**src/sv/qe_pkg.sv**
```systemverilog
// ----------------------------------------------------------------------------
// qe_pkg
// shared constants and the cordic arctangent table for the euler angle block
// ----------------------------------------------------------------------------
package qe_pkg;

	localparam int ANG_W     = 30;	// angle in degrees x 2^20
	localparam int ANG_SHIFT = 20;
	localparam int ROLL_W    = 15;
	localparam int PITCH_W   = 14;
	localparam int YAW_W     = 15;
	localparam int SQ_W      = 62;
	localparam int SQ_CELLS  = 31;
	localparam int OUT_TDATA_W = 48;

	localparam logic signed [ANG_W-1:0] DEG90 = ANG_W'(90) <<< ANG_SHIFT;

	// atan(2^-i) in degrees x 2^20
	function automatic logic signed [ANG_W-1:0] atan_tab(input int i);
		logic signed [ANG_W-1:0] v;
		case (i)
			0: v = ANG_W'(47185920);
			1: v = ANG_W'(27855475);
			2: v = ANG_W'(14718068);
			3: v = ANG_W'(7471121);
			4: v = ANG_W'(3750058);
			5: v = ANG_W'(1876857);
			6: v = ANG_W'(938658);
			7: v = ANG_W'(469357);
			8: v = ANG_W'(234682);
			9: v = ANG_W'(117342);
			10: v = ANG_W'(58671);
			11: v = ANG_W'(29335);
			12: v = ANG_W'(14668);
			13: v = ANG_W'(7334);
			14: v = ANG_W'(3667);
			15: v = ANG_W'(1833);
			16: v = ANG_W'(917);
			17: v = ANG_W'(458);
			18: v = ANG_W'(229);
			19: v = ANG_W'(115);
			20: v = ANG_W'(57);
			21: v = ANG_W'(29);
			22: v = ANG_W'(14);
			23: v = ANG_W'(7);
			24: v = ANG_W'(4);
			25: v = ANG_W'(2);
			26: v = ANG_W'(1);
			default: v = '0;
		endcase
		return v;
	endfunction

endpackage

```
**src/sv/qe_cordic_cell.sv**
```systemverilog
// ----------------------------------------------------------------------------
// qe_cordic_cell
// one vectoring micro-rotation of the cordic arctangent chain
// ----------------------------------------------------------------------------
module qe_cordic_cell import qe_pkg::*; #(
	parameter int CW    = 34,
	parameter int STAGE = 0
) (
	input  logic                    clk,
	input  logic                    en,
	input  logic signed [CW-1:0]    x_in,
	input  logic signed [CW-1:0]    y_in,
	input  logic signed [ANG_W-1:0] ang_in,
	input  logic                    zero_in,
	output logic signed [CW-1:0]    x_q,
	output logic signed [CW-1:0]    y_q,
	output logic signed [ANG_W-1:0] ang_q,
	output logic                    zero_q
);

	logic signed [CW-1:0] dx, dy;

	assign dx = x_in >>> STAGE;
	assign dy = y_in >>> STAGE;

	always_ff @(posedge clk) begin
		if (en) begin
			zero_q <= zero_in;
			if (!y_in[CW-1]) begin
				x_q   <= x_in + dy;
				y_q   <= y_in - dx;
				ang_q <= ang_in + atan_tab(STAGE);
			end else begin
				x_q   <= x_in - dy;
				y_q   <= y_in + dx;
				ang_q <= ang_in - atan_tab(STAGE);
			end
		end
	end

endmodule

```
**src/sv/qe_cordic_lane.sv**
```systemverilog
// ----------------------------------------------------------------------------
// qe_cordic_lane
// quadrant fold, cordic cell chain, rounding to the output angle scale and clamping to the limit
// ----------------------------------------------------------------------------
module qe_cordic_lane import qe_pkg::*; #(
	parameter int CW      = 34,
	parameter int STAGES  = 16,
	parameter int FRAC    = 6,
	parameter int OUT_W   = 15,
	parameter int LIM_DEG = 180
) (
	input  logic                 clk,
	input  logic                 en,
	input  logic signed [CW-1:0] y_in,
	input  logic signed [CW-1:0] x_in,
	output logic [OUT_W-1:0]     angle_q
);

	localparam int OUT_SHIFT = ANG_SHIFT - FRAC;
	localparam logic signed [ANG_W-1:0] HALF = ANG_W'(1) <<< (OUT_SHIFT - 1);
	localparam logic signed [ANG_W-1:0] LIM  = ANG_W'(LIM_DEG) <<< FRAC;

	logic signed [CW-1:0]    x_c   [STAGES+1];
	logic signed [CW-1:0]    y_c   [STAGES+1];
	logic signed [ANG_W-1:0] ang_c [STAGES+1];
	logic                    zero_c [STAGES+1];
	logic signed [ANG_W-1:0] r;

	// fold the left half plane onto the right one
	always_ff @(posedge clk) begin
		if (en) begin
			zero_c[0] <= (x_in == '0) && (y_in == '0);
			if (x_in[CW-1] && !y_in[CW-1]) begin
				x_c[0]   <= y_in;
				y_c[0]   <= -x_in;
				ang_c[0] <= DEG90;
			end else if (x_in[CW-1]) begin
				x_c[0]   <= -y_in;
				y_c[0]   <= x_in;
				ang_c[0] <= -DEG90;
			end else begin
				x_c[0]   <= x_in;
				y_c[0]   <= y_in;
				ang_c[0] <= '0;
			end
		end
	end

	for (genvar i = 0; i < STAGES; i++) begin : g_cell
		qe_cordic_cell #(.CW(CW), .STAGE(i)) u_cell (
			.clk    (clk),
			.en     (en),
			.x_in   (x_c[i]),
			.y_in   (y_c[i]),
			.ang_in (ang_c[i]),
			.zero_in(zero_c[i]),
			.x_q    (x_c[i+1]),
			.y_q    (y_c[i+1]),
			.ang_q  (ang_c[i+1]),
			.zero_q (zero_c[i+1])
		);
	end

	// only the angle of the last cell is used
	assign r = zero_c[STAGES] ? ANG_W'(0) : (ang_c[STAGES] + HALF) >>> OUT_SHIFT;

	always_ff @(posedge clk) begin
		if (en) begin
			if (r > LIM)
				angle_q <= OUT_W'(LIM);
			else if (r < -LIM)
				angle_q <= OUT_W'(-LIM);
			else
				angle_q <= OUT_W'(r);
		end
	end

endmodule

```
**config.mk**
```make
export PLATFORM = sky130hd
export DESIGN_NAME = qe_cordic_lane
export DESIGN_NICKNAME = d
export VERILOG_FILES = /design/src/sv/qe_pkg.sv /design/src/sv/qe_cordic_cell.sv /design/src/sv/qe_cordic_lane.sv
export SDC_FILE = /design/constraint.sdc
export NUM_CORES = 2
export LEC_CHECK = 0
export BUFFER_PORTS_ARGS = -buffer_cell sky130_fd_sc_hd__clkbuf_2
export CAP_MARGIN = 5
export CORE_MARGIN = 10
export CORE_UTILIZATION = 40
export CTS_BUF_LIST = sky130_fd_sc_hd__clkbuf_4 sky130_fd_sc_hd__clkbuf_8
export DETAILED_ROUTE_END_ITERATION = 6
export GPL_TIMING_DRIVEN = 0
export PLACE_DENSITY_LB_ADDON = 0.08
export SETUP_SLACK_MARGIN = 0.15
export SLEW_MARGIN = 25
export SYNTH_ARGS = -nofsm -noshare
export SYNTH_HDL_FRONTEND = slang
export SYNTH_SLANG_ARGS = --single-unit
```
**constraint.sdc**
```tcl
create_clock -name clk -period 8.2 [get_ports clk]
set_input_delay 1.64 -clock clk [delete_from_list [all_inputs] [get_ports clk]]
set_output_delay 1.64 -clock clk [all_outputs]
set_load 0.005 [all_outputs]
```
==> out/metrics.yaml <==
synth:
  synth_top_area_share_pct: 35.2
  synthesis.instances: 13200
  async_flop_share_pct: 0
  synth_enable_flop_cells: 1454
  ys_ff_latch: 1454
  synth_nets: 14700
  synthesis.area_per_instance_sq_um: 9.41
  synthDominantAreaCellType: "edfxtp_1"
  synth.yosys.warnings: 0
  ys_top_cells_by_area: "edfxtp_1 35%, ha_1 14%, xnor2_1 8.7%, a21oi_1 5.8%, xor2_1 4.6%"
  ys_dominant_reg_cell: "edfxtp_1"
  mappedNetlistArea_sq_um: 124000
  yosysUniqueCellTypes: 89
  seq_area_frac_synth_pct: 35.2
worst_setup_path:
  worst_ep_arrival_time_ns: 7.30
  cpPeakStageDelay_ns: 1.10
  critical_path_peak_fanout: 19
  required_ns: 8.98
  crit_type: "reg -> reg"
  r2r_slack_ns: 1.68
  worst_r2r_path_depth: 14
  crit_slowest_cell: "clkinv_1"
  startpoint_type: "flip-flop"
  timing.critical_path.to_type: "flip-flop"
  cp_cell_sequence: "clkbuf_1 > clkinv_1 > o41ai_1 > xnor2_1 > ha_1 > nand2_1 > or3_1 > a31oi_1 > a41o_1 > a31oi_1 > a21oi_1 > a21oi_1 > o211a_1 > nor3_1"
cts:
  clk_transition_reported_paths_ns: 0.07
  clock_sink_count: 1454
  ctsLongestPathBuffers: 4
  clock_tree.root_cell: "clkbuf_8"
  insertion_delay_to_the_later_sink_of_the_worst_skew_pair_ns: 1.03
  clock_tree.htree_level_count: 5
  cts-resized-gates: 0
  cts_hold_buffers: 0
  cts_buffers: 282
  clock_tree_from_tritoncts: "done"
  count_of_buffers_added_by_post_cts_timing_repair_for_setup: 0
route:
  detail_route.first_pass.iterations: 6
  final_ant_viol_nets: 0
  detailroute.via_count: 100000
  detail_route.vias_per_cell: 5.60
  detail_route.iter0.violations: 7095
  post_drt_wl_per_cell_um: 20.1
  postRouteWirelength_um: 359000
  post_detailed_route_drc_marker_count: 0
sta:
  layout_worst_path_cycle_share_pct: 79.5
  slew_headroom_pct: 28.0
  finalSetupViolCount: 0
  final_hold_violations: 0
  final_report_max_slew_violation_count: 0
  min_period_ns: 6.52
  worstMarginPinSlew_ns: 1.07
  setup_repair_after_global_routing_missed_its_margin: "no"
  fin_worst_skew_ns: 0.0625
  final.setup.tns_ns: 0
  achievable-frequency_ghz: 0.153
finish:
  final.fill_count: 29900
  multiInputGateArea_sq_um: 77200
  most_frequent_standard_cell_in_the_layout_excluding_fill_and_tap_cells: "edfxtp_1"
  most_frequent_cells_in_the_layout: "1454 x edfxtp_1, 1426 x a21oi_1, 1410 x ha_1"
  post_route_cells_drive_above_1_share_pct: 5.12
  finalNetCount: 15100
  syn_to_final_growth_pct: 9.46
  register_area_sq_um: 43700
die:
  floorplan.core_area_sq_um: 309000
  site_rows: 204
  die_w_um: 577
  initial_utilization_pct: 40.2
  top_level_ports: 85
  die_h_um: 577
  dieArea_sq_um: 333000
grt:
  antenna_found_initial: 5
  grt_pass1_wl_um: 556000
  grt_start_max_net_pins: 93
  grt_use_total_pct: 20.6
  remaining_overflow_grt: 0
  grt_pass1_vias: 97100
place:
  routabilityCongestion: 0.918
  port-buffer-count: 82
  dp.final_hpwl_um: 289000
run:
  max_cap_violations: 0
worst_hold_path:
  hold_depth: 0
  holdCritPathClass: "reg -> reg"
status:
  outcome: "finished clean"
[worst max-delay path: cells and delay by family (launching register included)]
| kind | cells | cell delay [ns] |
|---|---|---|
| compound gates | 7 | 2.12 |
| xor+xnor | 1 | 0.12 |
| fa+ha+maj | 1 | 0.40 |
| buf+inv | 2 | 1.88 |
| flops | 1 | 0.95 |
| simple gates | 3 | 0.80 |
[stage by stage]
stage               hold slack, ns  util (%)  cells  area (sq um)  setup slack (ns)
floorplan                    0.400         -  13200        124000              3.48
global placement             0.400      42.0  17400        130000            -20.70
detailed placement           0.405      42.2  17400        130000              1.65
CTS                          0.418      43.9  17900        136000              1.55
global route                 0.425      44.0  17900        136000              1.23
finish                       0.414      44.0  17900        136000              1.68
[cell families (layout without fill, tap and decap cells)]
kind of cell / Yosys count / count (layout) / synth area share (%)
AOI/OAI and AO/OA: 3855 / 3855 / 19.6
adders and majority gates: 1452 / 1452 / 14.9
DFF: 1454 / 1454 / 35.2
other: 0 / 8 / 0
and+or+nand+nor: 3643 / 3643 / 14.0
xor gates and xnor gates: 1879 / 1879 / 13.3
muxes: 49 / 49 / 0.416
buffers and inverters: 839 / 1443 / 2.54
[cell type report]
type                            count  share of cell area [%]
Multi-Input combinational cell  10900                    56.9
Clock buffer                      360                    3.31
Sequential cell                  1454                    32.2
Buffer                            218                   0.611
Tap cell                         4120                    3.80
Clock inverter                    137                   0.705
Inverter                          621                    1.72
Timing Repair Buffer              107                   0.770
Antenna cell                        8                  0.0148
[cell usage after synthesis (all sizes together), types with 201 or more instances]
| cell | n |
|---|---|
| a21o | 577 |
| a21oi | 1426 |
| edfxtp | 1454 |
| ha | 1410 |
| inv | 614 |
| nand2 | 616 |
| nand3 | 201 |
| nor2 | 1402 |
| nor3 | 339 |
| o21ai | 626 |
| xnor2 | 1226 |
| xor2 | 653 |
[routing by layer]
| metal | vias to the layer above | track usage (%) | share of wire (%) |
|---|---|---|---|
| met1 | 48200 | 28.7 | 46 |
| met4 | 0 | 5.21 | 2.5 |
| met2 | 2291 | 33.7 | 46 |
| li1 | 49300 | - | - |
| met3 | 463 | 2.99 | 5.3 |
| met5 | - | 0 | 0 |
[flip-flops by register name (all words and copies together), names as in the netlist]
register / cells
x_c: 34
g_cell.u_cell.x_q: 461
y_c: 34
g_cell.u_cell.ang_q: 413
g_cell.u_cell.zero_q: 16
zero_c: 1
ang_c: 3
angle_q: 15
g_cell.u_cell.y_q: 477
[worst paths after layout]
path | to | start
worst min register to register | g_cell[9].u_cell.zero_q | g_cell[8].u_cell.zero_q
worst max-delay path | g_cell[4].u_cell.y_q[32] | g_cell[3].u_cell.y_q[33]
worst max register to register | g_cell[4].u_cell.y_q[32] | g_cell[3].u_cell.y_q[33]
worst min-delay path | g_cell[9].u_cell.zero_q | g_cell[8].u_cell.zero_q
Power is not shown: default switching activity piles up to over one toggle a cycle in this logic, so the estimate is an artifact.
