$ cat src/sv/qe_pkg.sv
// ----------------------------------------------------------------------------
// qe_pkg
// shared constants and the cordic arctangent table for the euler angle block
// ----------------------------------------------------------------------------
package qe_pkg;

	localparam int ANG_W     = 30;	// angle in degrees x 2^20
	localparam int ANG_SHIFT = 20;
	localparam int ROLL_W    = 15;
	localparam int PITCH_W   = 14;
	localparam int YAW_W     = 15;
	localparam int SQ_W      = 62;
	localparam int SQ_CELLS  = 31;
	localparam int OUT_TDATA_W = 48;

	localparam logic signed [ANG_W-1:0] DEG90 = ANG_W'(90) <<< ANG_SHIFT;

	// atan(2^-i) in degrees x 2^20
	function automatic logic signed [ANG_W-1:0] atan_tab(input int i);
		logic signed [ANG_W-1:0] v;
		case (i)
			0: v = ANG_W'(47185920);
			1: v = ANG_W'(27855475);
			2: v = ANG_W'(14718068);
			3: v = ANG_W'(7471121);
			4: v = ANG_W'(3750058);
			5: v = ANG_W'(1876857);
			6: v = ANG_W'(938658);
			7: v = ANG_W'(469357);
			8: v = ANG_W'(234682);
			9: v = ANG_W'(117342);
			10: v = ANG_W'(58671);
			11: v = ANG_W'(29335);
			12: v = ANG_W'(14668);
			13: v = ANG_W'(7334);
			14: v = ANG_W'(3667);
			15: v = ANG_W'(1833);
			16: v = ANG_W'(917);
			17: v = ANG_W'(458);
			18: v = ANG_W'(229);
			19: v = ANG_W'(115);
			20: v = ANG_W'(57);
			21: v = ANG_W'(29);
			22: v = ANG_W'(14);
			23: v = ANG_W'(7);
			24: v = ANG_W'(4);
			25: v = ANG_W'(2);
			26: v = ANG_W'(1);
			default: v = '0;
		endcase
		return v;
	endfunction

endpackage

$ cat src/sv/qe_sqrt_cell.sv
// ----------------------------------------------------------------------------
// qe_sqrt_cell
// one digit step of the pipelined integer square root
// ----------------------------------------------------------------------------
module qe_sqrt_cell import qe_pkg::*; #(
	parameter int IDX = 0
) (
	input  logic            clk,
	input  logic            en,
	input  logic [SQ_W-1:0] v_in,
	input  logic [SQ_W-1:0] res_in,
	output logic [SQ_W-1:0] v_q,
	output logic [SQ_W-1:0] res_q
);

	localparam logic [SQ_W-1:0] BIT = SQ_W'(1) << (2 * (SQ_CELLS - 1 - IDX));

	logic [SQ_W-1:0] sum;
	logic            ge;

	assign sum = res_in + BIT;
	assign ge  = v_in >= sum;

	always_ff @(posedge clk) begin
		if (en) begin
			v_q   <= ge ? v_in - sum : v_in;
			res_q <= ge ? (res_in >> 1) + BIT : res_in >> 1;
		end
	end

endmodule

$ cat config.mk
export PLATFORM = sky130hd
export DESIGN_NAME = qe_sqrt_cell
export DESIGN_NICKNAME = d
export VERILOG_FILES = /design/src/sv/qe_pkg.sv /design/src/sv/qe_sqrt_cell.sv
export SDC_FILE = /design/constraint.sdc
export NUM_CORES = 1
export LEC_CHECK = 0
export ABC_CLOCK_PERIOD_IN_PS = 8300
export BUFFER_PORTS_ARGS = -buffer_cell sky130_fd_sc_hd__buf_2
export CAP_MARGIN = 20
export CORE_MARGIN = 3
export CORE_UTILIZATION = 41
export CTS_CLUSTER_DIAMETER = 40
export DETAILED_ROUTE_END_ITERATION = 10
export GPL_ROUTABILITY_DRIVEN = 0
export HOLD_SLACK_MARGIN = 0.08
export PLACE_DENSITY = 0.69
export SLEW_MARGIN = 20
export SYNTH_ARGS = -nofsm -noshare
export SYNTH_HDL_FRONTEND = slang
export SYNTH_SLANG_ARGS = --single-unit
$ cat constraint.sdc
create_clock -name clk -period 8.3 [get_ports clk]
set_input_delay 0 -clock clk [delete_from_list [all_inputs] [get_ports clk]]
set_output_delay 0 -clock clk [all_outputs]
set_load 0.005 [all_outputs]
==> results of run 1 <==
-- placed cells by master, fill, tap and decap left out, types with 3 or more instances in the layout --
cell           instances
a211oi_1               4
a21o_1                42
a21oi_1              117
a21oi_2                3
a31o_2                 3
a31oi_1               11
and2_1                 6
and3_1                 8
and4_1                 4
buf_2                248
bufinv_16              5
clkbuf_16             17
clkinv_2               4
dlygate4sd3_1        124
edfxtp_1             124
ha_1                  62
inv_1                 83
nand2_1               62
nand2b_1               9
nand3_1               15
nand4_1               18
nor2_1                72
nor3_1                15
nor4_1                 3
o211ai_1              14
o21a_1                 5
o21ai_0               45
o21bai_1               8
o31ai_1                7
or3_1                  3
xnor2_1               31
xor2_1                24
-- flip-flops by register name, summed over array words and instances, names as in the netlist --
register / count
res_q: 62
v_q: 62
-- worst paths after layout --
| check | start | end | cells past startpoint |
|---|---|---|---|
| worst max-delay path | v_in[0] | v_q[0] | 17 |
| worst min-delay path | v_in[59] | v_q[59] | 3 |
-- cell type report --
type	count	area, sq um
multi-input cells	636	4230
fillers	1683	8100
well taps	265	332
flip-flops and latches	124	3720
clock inverters	13	198
repair buffers	376	2520
clock buffers	19	433
inverters	83	312
-- critical path, cell delays in order --
cell and delay, ns:
dlygate4sd3_1 0.52, buf_2 0.12, inv_1 0.05, ha_1 0.21, inv_1 0.09, fa_1 0.24, a211oi_1 0.09, o21ai_1 0.32
o2111ai_1 0.18, a21o_2 0.28, o21ai_4 0.22, a31oi_4 0.15, a21oi_2 0.32, o21a_2 0.87, buf_4 0.49, a21oi_1 0.13
dlygate4sd3_1 0.57
-- power breakdown --
group          switching [uW]  leakage (uW)  internal [uW]
Combinational             342       0.00380            266
Clock                     280      0.000304            529
Sequential               17.0       0.00121            782
Total                     639       0.00532           1580
-- per-stage QoR --
stage	setup WS, ns	area [sq um]
6_report	3.60	11700
5_1_grt	3.20	11700
4_1_cts	3.58	11700
3_5_place_dp	3.99	9870
3_3_place_gp	4.18	9870
2_1_floorplan	5.46	8450
-- metal layers --
metal  vias to the layer above  global-route usage (%)  part of all wire, %
li1                       3953                       -                    -
met1                      3701                    29.0                   43
met2                       296                    36.8                   47
met3                        35                    5.30                  7.4
met4                         0                    7.32                  2.0
met5                         -                       0                    0
-- repair_timing --
item	CTS	global route
hold buffers	124	0
setup buffers	0	0
endpoints found under the hold margin	160	0
-- kinds of logic (layout without fill, tap and decap cells) --
| group | after synthesis | in the layout | synth area share, % |
|---|---|---|---|
| xor gates and xnor gates | 55 | 55 | 5.70 |
| DFF | 124 | 124 | 44.1 |
| and+or+nand+nor | 225 | 225 | 12.7 |
| AOI/OAI and AO/OA | 287 | 287 | 21.4 |
| muxes | 6 | 6 | 0.814 |
| buffers and inverters | 119 | 491 | 5.97 |
| adders and majority gates | 63 | 63 | 9.42 |
==> out/metrics.cfg, run 1 <==
[timing]
whs_ns = 0.0893
maxSlewViolCount = 0
hold_viol = 0
min_period_ns = 4.70
worst_pin_slew_ns = 1.02
finalSetupTns_ns = 0
relSlewSlack_pct = 32.0
rsz0062_at_grt = no
setup_viol = 0
fin_crit_sh_pct = 56.7
max_freq_mhz = 213

[finish]
antenna_cells = 0
finish.utilization_pct = 59.2
syn2layout_area_growth_pct = 39.0
drive_gt1_share_pct = 24.1
fin_nets = 1427
finalNonFillerCells = 1516

[routing]
vias = 7985
drtIter0Drc = 485
wl_per_cell_um = 16.6
firstDrtPassIters = 7
drt-vias-per-instance = 5.27
wirelength_um = 25200
ant_nets = 0
drc_errors = 0

[global_routing]
grt_max_degree = 88
grt_util_all_layers_pct = 22.3
antenna_found_initial = 0
grt_overflow = 0
grt_pass1_vias = 7888
grt_pass1_wl_um = 39900

[logic_synthesis]
ys.flop_type = edfxtp_1
synth_top_area_share_pct = 44.1
synth_common_cells = edfxtp_1 (124), a21oi_1 (117), inv_1 (83), nor2_1 (72)
avgSynthCellArea_sq_um = 9.61
syn-num-nets = 1068
synth_seq_cells = 124
ys_types = 69
yosys_warnings = 0
yosys.area.top_type = edfxtp_1
netlist_area_sq_um = 8450
ys_async_sr_fraction_pct = 0
synth.area.top_cells = edfxtp_1 (44%), ha_1 (9.2%), a21oi_1 (6.9%)
seq_area_frac_synth_pct = 44.1
synth_edf_count = 124
yosysMostFrequentCell = edfxtp_1
syn_inst = 879

[clock_tree]
clk_pin_slew_ns = 0.05
cts_max_path_buffers = 2
cts.sinks = 124
h-tree-depth = 4
cts_repair_resize_count = 0
cts_tree = built
numCtsBuffers = 17
clockRootBuffer = clkbuf_16

[floorplan]
start_util_pct = 42.6
io_pins = 250
die_h_um = 150
dieArea_sq_um = 22400
core_area_sq_um = 19800
die_w_um = 150
row_count = 51

[critical_path]
start_kind = input port
worst_ep_arrival_time_ns = 4.87
worstPathRequired_ns = 8.47
path_max_fanout = 53
crit_path_end_kind = flip-flop
path_class = in -> reg

[worst_hold_path]
hp-class = in -> reg

[power]
p_leak_uw = 0.00532
p_total_uw = 2220
ir_drop_mv = 0.149
power_density_nw_per_um2 = 189

[place]
dpl.hpwl_um = 18100
port_buffers = 249
dp.cells = 1360

[job]
drv_cap = 0

[run_status]
status = finished, final reports clean

Note: power is estimated with default switching activity, not from simulation.
==> run 2: changes to the inputs <==
--- a/config.mk
+++ b/config.mk
@@ -5,7 +5,7 @@
 export SDC_FILE = /design/constraint.sdc
 export NUM_CORES = 1
 export LEC_CHECK = 0
-export ABC_CLOCK_PERIOD_IN_PS = 8300
+export ABC_CLOCK_PERIOD_IN_PS = 4740
 export BUFFER_PORTS_ARGS = -buffer_cell sky130_fd_sc_hd__buf_2
 export CAP_MARGIN = 20
 export CORE_MARGIN = 3
==> constraint.sdc (replaced) <==
create_clock -name clk -period 4.74 [get_ports clk]
set_input_delay 0 -clock clk [delete_from_list [all_inputs] [get_ports clk]]
set_output_delay 0 -clock clk [all_outputs]
set_load 0.005 [all_outputs]
==> out/metrics.cfg, run 2 (same netlist as run 1, synthesis figures left out) <==
[run_status]
status = finished, final reports clean

[critical_path]
start_kind = input port
worst_ep_arrival_time_ns = 4.03  ; -0.84 ns
slowest_delay_ns = 0.56  ; -0.31 ns
path_cells = dlygate4sd3_1 -> buf_2 -> inv_1 -> ha_1 -> inv_1 -> fa_1 -> a211oi_1 -> o21ai_1 -> o2111ai_1 -> a21o_2 -> o21ai_4 -> a31oi_4 -> a21oi_2 -> o21a_2 -> buf_4 -> nor2_1 -> a21oi_1 -> dlygate4sd3_1
path_buf_inv = 6  ; unchanged
worstPathRequired_ns = 4.91  ; -3.56 ns
crit_path_top_delay_cell = dlygate4sd3_1
path_delay_family = compound AO/OA/AOI/OAI gates
path_class = in -> reg
path_max_fanout = 19  ; -64%
crit_path_end_kind = flip-flop

[power]
power_density_nw_per_um2 = 332  ; +76%
ir_drop_mv = 0.251  ; +69%
p_leak_uw = 0.00534  ; +0.31%

[routing]
drt-vias-per-instance = 5.28  ; +0.23%
drc_errors = 0  ; unchanged
wirelength_um = 25600  ; +1.3%
drtIter0Drc = 495  ; +2.1%
vias = 8019  ; +0.43%
firstDrtPassIters = 5  ; -2
wl_per_cell_um = 16.8  ; +1.1%
ant_nets = 0  ; unchanged

[clock_tree]
cts.sinks = 124  ; unchanged
h-tree-depth = 4  ; unchanged
clockRootBuffer = clkbuf_16
cts_setup_buffers = 0  ; unchanged
cts_tree = built
cts.hold.buffers_added = 124  ; unchanged
cts_max_path_buffers = 2  ; unchanged
clk_pin_slew_ns = 0.06  ; about the same
numCtsBuffers = 17  ; unchanged
cts_repair_resize_count = 0  ; unchanged

[place]
dp.cells = 1363  ; +0.22%
placed_area_sq_um = 9900  ; +0.36%
dpl.hpwl_um = 18400  ; +1.6%
port_buffers = 249  ; unchanged

[timing]
relSlewSlack_pct = 54.5  ; +23 points
finalSetupTns_ns = 0  ; unchanged
min_period_ns = 3.86
whs_ns = 0.0973  ; +0.00799 ns
maxSlewViolCount = 0  ; unchanged
max_freq_mhz = 259
setup_viol = 0  ; unchanged
fin_crit_sh_pct = 81.4
rsz0062_at_grt = no
hold_viol = 0  ; unchanged
worst_pin_slew_ns = 0.682  ; -0.338 ns

[finish]
layout_common_cells = buf_2 (248), dlygate4sd3_1 (124), edfxtp_1 (124)
nFillCells = 1656  ; -1.6%
finalNonFillerCells = 1519  ; +0.20%
final_common_cell = buf_2
syn2layout_area_growth_pct = 39.3
fin_nets = 1430  ; +0.21%
finish.utilization_pct = 59.3  ; +0.15 points
drive_gt1_share_pct = 24.2  ; about the same
reg_top3 = res_q x62, v_q x62
design_area_sq_um = 11800  ; +0.26%
antenna_cells = 0  ; unchanged
regArea_sq_um = 3720  ; unchanged
multi_input_area_sq_um = 4230  ; unchanged

[global_routing]
grt_pass1_vias = 8009  ; +1.5%
antenna_found_initial = 0  ; unchanged
grt_pass1_wl_um = 40500  ; +1.6%
grt_overflow = 0  ; unchanged
grt_max_degree = 77  ; -13%
grt_util_all_layers_pct = 22.8  ; +0.47 points

[floorplan]
dieArea_sq_um = 22400  ; unchanged
die_h_um = 150  ; unchanged
core_area_sq_um = 19800  ; unchanged
io_pins = 250  ; unchanged
start_util_pct = 42.6  ; unchanged
row_count = 51  ; unchanged
die_w_um = 150  ; unchanged

[worst_hold_path]
worstHoldPathCells = 1  ; -2
hold_start = en
hp-class = in -> reg
min_to = res_q[11]

[job]
drv_cap = 0  ; unchanged

-- run 2: cell type report --
type / count / area share, %
clock buffer: 18 / 3.65
inverter: 83 / 2.65
clock inverter: 14 / 1.70
tap: 265 / 2.82
multi-input combinational: 636 / 35.9
sequential: 124 / 31.6
timing repair buffer: 379 / 21.7
-- run 2: worst max path at each step --
stage / startpoint / end / cells after the start
6_report: v_in[0] / v_q[0] / 18
5_1_grt: v_in[0] / v_q[0] / 18
3_3_place_gp: v_in[0] / v_q[21] / 15
4_1_cts: v_in[0] / v_q[0] / 18
3_5_place_dp: v_in[0] / v_q[19] / 17
2_1_floorplan: v_in[0] / v_q[48] / 15
-- run 2: per-stage QoR --
step | setup slack (ns) | total power (uW)
2_1_floorplan | 1.90 | 2040
3_3_place_gp | 1.45 | 2380
3_5_place_dp | 1.30 | 2400
4_1_cts | 0.887 | 3920
5_1_grt | 0.687 | 4100
6_report | 0.883 | 3910
-- run 2: power breakdown --
group / leakage (uW) / internal, uW / total [uW] / switching (uW)
Sequential: 0.00121 / 1370 / 1400 / 32.6
Clock: 0.000304 / 925 / 1430 / 506
Combinational: 0.00382 / 474 / 1080 / 603
Total: 0.00534 / 2770 / 3910 / 1140
-- run 2: routing by layer --
| metal | vias up | share of wire, % | track usage [%] |
|---|---|---|---|
| li1 | 3943 | - | - |
| met1 | 3743 | 44 | 29.5 |
| met2 | 295 | 48 | 38.6 |
| met3 | 38 | 5.7 | 4.82 |
| met4 | 0 | 1.9 | 6.64 |
| met5 | - | 0 | 0 |
==> run 3: changes to the inputs <==
--- a/config.mk
+++ b/config.mk
@@ -5,7 +5,7 @@
 export SDC_FILE = /design/constraint.sdc
 export NUM_CORES = 1
 export LEC_CHECK = 0
-export ABC_CLOCK_PERIOD_IN_PS = 4740
+export ABC_CLOCK_PERIOD_IN_PS = 3950
 export BUFFER_PORTS_ARGS = -buffer_cell sky130_fd_sc_hd__buf_2
 export CAP_MARGIN = 20
 export CORE_MARGIN = 3
==> constraint.sdc (replaced) <==
create_clock -name clk -period 3.95 [get_ports clk]
set_input_delay 0 -clock clk [delete_from_list [all_inputs] [get_ports clk]]
set_output_delay 0 -clock clk [all_outputs]
set_load 0.005 [all_outputs]
==> out/metrics.cfg, run 3 (same netlist as run 1, synthesis figures left out) <==
[power]
power.switching_uw = 1360  ; +19%
p_seq_share_pct = 36.9  ; +1.0 points
clockPowerShare_pct = 34.7  ; -1.9 points
power_density_nw_per_um2 = 388  ; +17%
cell_internal_pwr_uw = 3200  ; +15%
switching_share_pct = 29.8  ; +0.61 points
ir_drop_mv = 0.292  ; +16%
comb_power_share_pct = 28.4  ; +0.9 points
p_leak_uw = 0.00533  ; -0.22%

[routing]
drt-vias-per-instance = 5.24  ; -0.72%
wl_per_cell_um = 16.6  ; -1.1%
firstDrtPassIters = 5  ; unchanged
ant_nets = 0  ; unchanged
drc_errors = 0  ; unchanged
drtIter0Drc = 483  ; -2.4%
wirelength_um = 25300  ; -0.91%
vias = 7977  ; -0.52%

[finish]
reg_top3 = res_q x62, v_q x62
finalNonFillerCells = 1522  ; +0.20%
drive_gt1_share_pct = 24.4  ; +0.20 points
fin_nets = 1432  ; +0.14%
final_common_cell = buf_2
layout_common_cells = buf_2 (248), dlygate4sd3_1 (124), edfxtp_1 (124)
syn2layout_area_growth_pct = 39.0

[floorplan]
core_area_sq_um = 19800  ; unchanged
io_pins = 250  ; unchanged
dieArea_sq_um = 22400  ; unchanged
die_h_um = 150  ; unchanged
start_util_pct = 42.6  ; unchanged
die_w_um = 150  ; unchanged
row_count = 51  ; unchanged

[global_routing]
antenna_found_initial = 1  ; +1
grt_pass1_wl_um = 40100  ; -0.95%
grt_max_degree = 104  ; +35%
grt_util_all_layers_pct = 22.5  ; -0.31 points
grt_overflow = 0  ; unchanged
grt_pass1_vias = 7966  ; -0.54%

[job]
drv_cap = 0  ; unchanged

[place]
port_buffers = 249  ; unchanged
dp.cells = 1365  ; +0.15%
pre_cts_slack_ns = 0.402  ; -0.901 ns
dpl.hpwl_um = 18400  ; +0.12%

[timing]
finalSetupTns_ns = 0  ; unchanged
hold_viol = 0  ; unchanged
relSlewSlack_pct = 36.2  ; -18 points
max_freq_mhz = 273
min_period_ns = 3.66
rsz0062_at_grt = no
maxSlewViolCount = 0  ; unchanged
worst_pin_slew_ns = 0.958  ; +0.275 ns
setup_viol = 0  ; unchanged
fin_ws_ns = 0.289  ; -0.594 ns
fin_crit_sh_pct = 92.7

[critical_path]
path_class = in -> reg
worstPathRequired_ns = 4.21  ; -0.70 ns
path_max_fanout = 30  ; +11
start_kind = input port
crit_path_end_kind = flip-flop
worst_ep_arrival_time_ns = 3.92  ; -0.11 ns

[clock_tree]
cts_max_path_buffers = 2  ; unchanged
h-tree-depth = 4  ; unchanged
clockRootBuffer = clkbuf_16
cts.sinks = 124  ; unchanged
clk_pin_slew_ns = 0.06  ; about the same
cts_tree = built
numCtsBuffers = 17  ; unchanged
cts_repair_resize_count = 0  ; unchanged
cts_setup_buffers = 0  ; unchanged

[worst_hold_path]
hp-class = in -> reg
worstHoldPathCells = 1  ; unchanged
min_to = v_q[12]
hold_start = en

[run_status]
status = finished, final reports clean

## run 3: changes by cell type in the layout (fill, tap and decap cells not counted), sizes merged
cell	change
bufinv	-2
clkinvlp	+1
clkbuf	+1
diode	+1
buf	+2
## run 3: routing by layer
metal | GRT usage, % | up-vias | wire (um)
li1 | - | 3954 | -
met5 | 0 | - | 0
met2 | 37.3 | 286 | 12000
met1 | 29.7 | 3710 | 11300
met4 | 6.09 | 0 | 433
met3 | 5.15 | 27 | 1630
## run 3: through the flow
step / power (uW) / hold slack [ns] / utilization (%) / area, sq um
2_1_floorplan: 2450 / 0.0989 / - / 8450
3_3_place_gp: 2870 / 0.192 / 50.0 / 9920
3_5_place_dp: 2880 / 0.194 / 50.0 / 9920
4_1_cts: 4570 / 0.221 / 59.2 / 11700
5_1_grt: 4780 / 0.256 / 59.2 / 11700
6_report: 4550 / 0.205 / 59.2 / 11700
## run 3: power by group through the flow
stage / Combinational [uW] / Clock [uW] / Sequential, uW
6_report: 1290 / 1580 / 1680
5_1_grt: 1430 / 1660 / 1700
4_1_cts: 1280 / 1600 / 1680
3_5_place_dp: 1180 / 0 / 1700
3_3_place_gp: 1170 / 0 / 1700
2_1_floorplan: 715 / 0 / 1730
## run 3: worst max path at each step
stage / from / endpoint / slack (ns) / cells after the start
after detailed placement: v_in[0] / v_q[42] / 0.40 / 15
final: res_in[7] / v_q[23] / 0.29 / 15
after global routing: v_in[0] / v_q[33] / 0.02 / 17
after CTS: v_in[7] / v_q[42] / 0.33 / 13
after global placement: v_in[0] / v_q[42] / 0.50 / 15
after floorplan: v_in[0] / v_q[48] / 1.11 / 15
## run 3: worst max-delay path, cell delays in order
cell and delay [ns]:
dlygate4sd3_1 0.53, buf_2 0.12, inv_1 0.04, ha_1 0.47, a21o_1 0.23, a21o_1 0.10, o2111ai_1 0.15, a21o_2 0.28
o21ai_4 0.23, a31oi_4 0.15, a21oi_2 0.30, o21a_2 0.74, buf_4 0.34, nor2_1 0.08, a21oi_1 0.15
## run 3: cell type report
type	count	area, sq um
fill	1670	8100
inverter	83	312
multi-input combinational	636	4230
clock inverter	13	150
antenna	1	2.50
tap	265	332
clock buffer	19	433
sequential	124	3720
timing repair buffer	381	2570
## run 3: repair_timing
| item | 4_1_cts | 5_1_grt |
|---|---|---|
| hold buffers | 124 | 0 |
| hold endpoints to repair | 124 | 0 |
| endpoints found under the setup margin | 0 | 0 |
